## src/hdl/sssg_pkg.sv

```systemverilog
// Shared types, constants and the quarter-wave sine table for the waveform generator.
package sssg_pkg;

  localparam int TIME_W   = 32;
  localparam int VALUE_W  = 32;
  localparam int DUTY_W   = 17;
  localparam int SINE_N   = 1024;
  localparam int SINE_B   = $clog2(SINE_N);
  localparam int QTAB     = SINE_N / 4 + 1;
  localparam int QIDX_W   = SINE_B - 2;
  localparam int SMAG_W   = 31;
  localparam int NCELL    = TIME_W + SINE_B;
  localparam int CFG_IDX_W = 3;
  localparam int CFG_DATA_W = 32;
  localparam logic [DUTY_W-1:0] DUTY_ONE = DUTY_W'(65536);

  typedef enum logic [1:0] {
    MODE_STEP   = 2'd0,
    MODE_SQUARE = 2'd1,
    MODE_SINE   = 2'd2,
    MODE_CONST  = 2'd3
  } wave_mode_e;

  typedef enum logic [CFG_IDX_W-1:0] {
    REG_MODE   = 3'd0,
    REG_OFFSET = 3'd1,
    REG_CHANGE = 3'd2,
    REG_PERIOD = 3'd3,
    REG_DUTY   = 3'd4,
    REG_ACT    = 3'd5
  } cfg_reg_e;

  typedef struct packed {
    logic              valid;
    logic [TIME_W-1:0] rem;
    logic [TIME_W-1:0] dvd;
    logic [SINE_B-1:0] quo;
    logic              step;
    logic              sq;
  } cell_t;

  typedef logic [SMAG_W-1:0] qsin_tab_t [QTAB];

  function automatic longint mq30(longint a, longint b);
    longint p;
    p = a * b;
    return p / 64'sd1073741824;
  endfunction

  function automatic qsin_tab_t build_qsin();
    qsin_tab_t tab;
    longint t, t2, p, s;
    for (int j = 0; j < QTAB; j++) begin
      t  = longint'(j) <<< (30 - QIDX_W);
      t2 = (t * t) >>> 30;
      p  = 64'sd172272;
      p  = -64'sd5026995 + mq30(p, t2);
      p  = 64'sd85569306 + mq30(p, t2);
      p  = -64'sd693598668 + mq30(p, t2);
      p  = 64'sd1686629713 + mq30(p, t2);
      s  = mq30(p, t);
      if (s < 0) s = 0;
      if (s > 64'sd1073741824) s = 64'sd1073741824;
      tab[j] = SMAG_W'(s);
    end
    return tab;
  endfunction

  localparam qsin_tab_t QSIN = build_qsin();

endpackage

```

## src/hdl/sssg_div_cell.sv

```systemverilog
// One restoring-division step: shifts a dividend bit into the remainder and emits a quotient bit.
module sssg_div_cell (
  input  logic                      clk_i,
  input  logic                      rst_ni,
  input  logic                      adv_i,
  input  logic [sssg_pkg::TIME_W-1:0] per_i,
  input  sssg_pkg::cell_t           cell_i,
  output sssg_pkg::cell_t           cell_o
);
  import sssg_pkg::*;

  logic [TIME_W:0] sh;
  logic            ge;
  cell_t           cell_d, cell_q;

  always_comb begin
    sh = {cell_i.rem, cell_i.dvd[TIME_W-1]};
    ge = sh >= {1'b0, per_i};
    cell_d       = cell_i;
    cell_d.rem   = ge ? TIME_W'(sh - {1'b0, per_i}) : TIME_W'(sh);
    cell_d.dvd   = {cell_i.dvd[TIME_W-2:0], 1'b0};
    cell_d.quo   = {cell_i.quo[SINE_B-2:0], ge};
  end

  always_ff @(posedge clk_i or negedge rst_ni) begin
    if (!rst_ni) begin
      cell_q <= '0;
    end else if (adv_i) begin
      cell_q <= cell_d;
    end
  end

  assign cell_o = cell_q;

endmodule

```

## config.mk

```make
export PLATFORM = sky130hd
export DESIGN_NAME = sssg_div_cell
export DESIGN_NICKNAME = d
export VERILOG_FILES = /design/src/hdl/sssg_pkg.sv /design/src/hdl/sssg_div_cell.sv
export SDC_FILE = /design/constraint.sdc
export NUM_CORES = 1
export LEC_CHECK = 0
export BUFFER_PORTS_ARGS = -buffer_cell sky130_fd_sc_hd__buf_2
export CORE_UTILIZATION = 54
export CTS_CLUSTER_DIAMETER = 50
export DETAILED_ROUTE_END_ITERATION = 6
export PLACE_DENSITY = 0.93
export SYNTH_ARGS = -nofsm -noshare
export SYNTH_HDL_FRONTEND = slang
export SYNTH_SLANG_ARGS = --single-unit
export TNS_END_PERCENT = 5
```

## constraint.sdc

```tcl
create_clock -name clk_i -period 2.3 [get_ports clk_i]
set_clock_uncertainty 0.05 [all_clocks]
set_input_delay 0.115 -clock clk_i [delete_from_list [all_inputs] [get_ports clk_i]]
set_output_delay 0.115 -clock clk_i [all_outputs]
set_load 0.03 [all_outputs]
```

Word level (Yosys, flattened, before mapping) --
Index checks and enable logic that the tools add are counted.
Storage, ports and cells: register bits 76, input port bits 112, output and inout bits 77, word-level logic and storage cells 9
Cells by class: $add $sub $neg 1, order comparisons 1, muxes and demuxes 1
Operators by type and width (number):
- $ge A33 B32 Y1 | 1
- $mux W32 | 1
- $sub A32 B32 Y32 | 1

Longest topological paths before layout --
word-level depth 2, depth in mapped cells 14, gate-level depth less buffers 12

Worst setup path after synthesis --
Ideal clock, no wire load.
path kind input to register, start in per_i[3] (netlist bit), end reg cell_q, in the netlist cell_o[2], setup time 0.125 ns, data arrival time 2.328 ns, required time 2.125 ns, slack -0.202 ns, stages 12, path through inv_1 > ha_1 > a21o_1 > a21oi_1 > o21ai_2 > a2111oi_4 > nor3b_4 > o21ai_2 > o31ai_4 > buf_6 > buf_8 > mux2_2
Between the ends: word-level cells in the longest chain between the ends 1
Ends and longest elaborated chain:
- start, declared | line sssg_div_cell.sv:6 | input logic [sssg_pkg::TIME_W-1:0] per_i,
- $ge A33 B32 Y1 | line sssg_div_cell.sv:18 | ge = sh >= {1'b0, per_i};
- end signal, assigned | line sssg_div_cell.sv:29 | cell_q <= cell_d;
- end, declared | line sssg_div_cell.sv:14 | cell_t cell_d, cell_q;
Every way passes these cells. A chain may end at the register's enable or synchronous reset.

Worst setup path after layout --
start in per_i[3] (netlist bit), end reg cell_q, in the netlist cell_o[45]
Between the ends: word-level cells in the longest chain between the ends 2
Ends and longest elaborated chain:
- $ge A33 B32 Y1 | line sssg_div_cell.sv:18
- $mux W32 | line sssg_div_cell.sv:20 | cell_d.rem = ge ? TIME_W'(sh - {1'b0, per_i}) : TIME_W'(sh);
Every way passes these cells.

==> flow_metrics.py <==
metrics = {
    "layout": {
        "drive_gt1_frac": 0.471,
        "layout-area-overhead-vs-synth_pct": 53.7,
        "number_of_flip_flops_under_the_largest_register_name": 76,
        "antennaDiodeCount": 0,
        "layout.filler_cells": 466,
        "final_util": 0.852,
        "final_area_um2": 7800,
        "finish.net_count": 983,
    },
    "synth": {
        "post_synth_main_area_contributors": "sky130_fd_sc_hd__dfrtp_1, sky130_fd_sc_hd__mux2_2, sky130_fd_sc_hd__ha_1",
        "netlist-cell-type-count": 59,
        "synth.cell_area_um2": 5070,
        "synthFlopType": "sky130_fd_sc_hd__dfrtp_1",
        "syn-mean-instance-area_um2": 9.67,
        "async_flop_share": 1.00,
        "synth_enable_flop_cells": 0,
        "synth_top_cells_by_count": "sky130_fd_sc_hd__dfrtp_1, sky130_fd_sc_hd__a21oi_1, sky130_fd_sc_hd__inv_1",
        "ys.warnings.count": 0,
        "netlist.area_leader.share": 0.375,
        "synth.net_count": 670,
        "synth.yosys.seq_area_share": 0.375,
        "postSynthRegisterBits": 76,
        "yosys.cell_count.top_type": "sky130_fd_sc_hd__dfrtp_1",
        "syn-instance-count": 525,
        "yosysTopAreaCell": "sky130_fd_sc_hd__dfrtp_1",
    },
    "run_status": {
        "status": "finished clean",
    },
    "sta": {
        "final.min_clock_period_ns": 2.30,
        "maxSlewViolCount": 0,
        "timing_worst_slew_pin_value_ns": 0.986,
        "timing.max_slew.rel_slack": 0.342,
        "report.final.setup_viol": 0,
        "finalSetupTns_ns": 0,
        "finalCritPeriodShare": 1.00,
        "clock.fmax_ghz": 0.435,
        "finalHoldViolCount": 0,
    },
    "route": {
        "drtPass1Iterations": 7,
        "drt.antenna.violating_nets": 0,
        "detail_route.wirelength_mm": 17.5,
        "detail_route.wl_per_cell_um": 18.3,
        "count_of_vias_placed_by_the_detailed_router": 5485,
        "route.detailed.vias_per_inst": 5.75,
        "drc": 0,
        "drt_first_iter_violations": 350,
    },
    "setup_path": {
        "critical_path.startpoint_type": "input port",
        "worst_setup_path_end_kind": "flip-flop",
        "r2r.worst_path.cells": 3,
        "critical_path.reg2reg.startpoint": "cell_o[74]$_DFFE_PN0P_",
        "critPathRequiredTime_ns": 2.54,
        "worst_ep_arrival_time_ns": 2.54,
        "critPathMaxFanout": 6,
        "cp-startpoint": "per_i[3]",
        "critPathKind": "input port to flip-flop",
    },
    "global_routing": {
        "first_global_vias": 5521,
        "grt_antenna_before_repair": 0,
        "global_route_wire_length_before_repair_mm": 25.7,
        "total_grt_overflow": 0,
        "globalRouteTotalUtil": 0.332,
        "grt_start_max_net_pins": 77,
    },
    "min_path": {
        "hold_path.class": "input port to flip-flop",
        "timing.hold.worst_path_depth": 3,
        "hold_path.startpoint": "cell_i[66]",
    },
    "power": {
        "intPower_uw": 3060,
        "power.net_switching_uw": 1880,
        "power.switching_fraction": 0.381,
        "pwr-share-clk": 0.247,
        "share_comb_of_total_power": 0.423,
        "report.power.total_uw": 4940,
        "powerDensity_nw_per_um2": 633,
        "peak_supply_drop_v": 0.000380,
        "power.leakage_uw": 0.00385,
        "power.sequential.fraction": 0.330,
    },
    "clock_tree": {
        "clock_tree_sinks": 76,
        "cts_tree": "yes",
        "clock_latency_ns": 0.34,
        "clock_slew_seen_by_the_registers_of_the_worst_setup_and_hold_paths_ns": 0.10,
        "num_cts_buffers": 9,
        "ctsRootBufferMaster": "sky130_fd_sc_hd__clkbuf_8",
        "cts-htree-levels": 3,
        "clk_path_buf_depth": 2,
    },
    "die": {
        "die_x_um": 98.9,
        "fp.dieArea_um2": 9790,
        "coreArea_um2": 9150,
        "floorplan.initialDensity": 0.554,
        "die_height_um": 98.9,
        "pin_count": 189,
        "core.rowCount": 35,
    },
    "job": {
        "cap_violations": 0,
    },
    "placement": {
        "detailed_place.area_um2": 6870,
        "dpl.hpwl_mm": 11.1,
        "gpl.final_weighted_congestion": 0.978,
        "port_buffers": 186,
    },
}
-- worst paths after layout --
kind	slack (ns)	end
max	0.0008	cell_o[45]$_DFFE_PN0P_
min	0.0007	cell_o[67]$_DFFE_PN0P_
max reg2reg	1.39	cell_o[74]$_DFFE_PN0P_
min reg2reg	0.44	cell_o[73]$_DFFE_PN0P_
max in group asynchronous	1.14	cell_o[16]$_DFFE_PN0P_
min in group asynchronous	0.42	cell_o[26]$_DFFE_PN0P_
-- logic make-up (layout without fill, tap and decap cells) --
family,after synthesis,in the layout,share of synthesized area
AOI/OAI and AO/OA,138,138,0.180
xor gates and xnor gates,28,28,0.0483
adders and majority gates,33,33,0.0828
buffers and inverters,68,386,0.0572
DFF,76,76,0.375
muxes,68,68,0.147
other,1,1,0.000739
and+or+nand+nor,113,113,0.109
-- metal layers --
metal	GRT usage	up-vias	part of all wire
li1	-	2490	-
met1	0.369	2565	0.37
met2	0.594	338	0.51
met3	0.0624	92	0.071
met4	0.188	0	0.051
met5	0	-	0
-- critical path, cell delays in order --
cell and delay, ns:
sky130_fd_sc_hd__buf_6 0.09, sky130_fd_sc_hd__inv_4 0.05, sky130_fd_sc_hd__ha_4 0.21, sky130_fd_sc_hd__a21o_1 0.19
sky130_fd_sc_hd__a21oi_2 0.19, sky130_fd_sc_hd__o21ai_4 0.11, sky130_fd_sc_hd__a2111oi_4 0.47, sky130_fd_sc_hd__nor3b_4 0.11
sky130_fd_sc_hd__o21ai_4 0.21, sky130_fd_sc_hd__o31ai_4 0.07, sky130_fd_sc_hd__buf_6 0.16, sky130_fd_sc_hd__buf_12 0.13
sky130_fd_sc_hd__mux2_4 0.31, sky130_fd_sc_hd__a21oi_4 0.12
-- area by class of cell --
class	count	area, um^2	area share
well taps	111	139	0.0178
repair buffers	324	2150	0.275
inverters	46	175	0.0225
multi-input cells	381	3200	0.411
clock buffers	10	138	0.0176
clock inverters	6	95.1	0.0122
flip-flops and latches	76	1900	0.244
-- power groups by stage --
stage | registers, uW | logic (uW) | clock network (uW)
final | 1630 | 2090 | 1220
after CTS | 1620 | 1950 | 1230
after detailed placement | 1640 | 1880 | 0
after global placement | 1630 | 1800 | 0
after global routing | 1650 | 2210 | 1280
after floorplan | 2020 | 826 | 0
-- metrics by stage --
step           cells  hold WS (ns)  setup slack, ns
2_1_floorplan    525        -0.231          -0.0558
3_3_place_gp     880         0.251           -0.274
3_5_place_dp     880         0.288           -0.453
4_1_cts          942      0.000420          0.00366
5_1_grt          954        0.0312           -0.128
6_report         954      0.000698         0.000843
-- layout by cell type, fill, tap and decap left out, drive strengths merged, types with 5 or more instances in the layout --
master	Yosys	layout
mux2i	22	22
nor2	38	38
ha	32	32
o21ai	18	18
dlygate4sd3	0	44
nand3	11	11
xor2	10	10
nand2b	7	7
nand2	28	28
a21oi	64	64
dfrtp	76	76
buf	8	279
xnor2	18	18
o211ai	8	8
clkbuf	14	11
nor4	5	5
mux2	46	46
inv	46	48
a21o	10	10
-- repair_timing --
item                                    in CTS  in global routing
endpoints found under the hold margin      119                  0
gates resized for setup                      3                 27
buffers inserted                             2                 10
endpoints found under the setup margin       5                 25
pin swaps                                    5                 20
hold buffers                                44                  0
cloned                                       0                  2
Power figures use the tool's default switching activity.
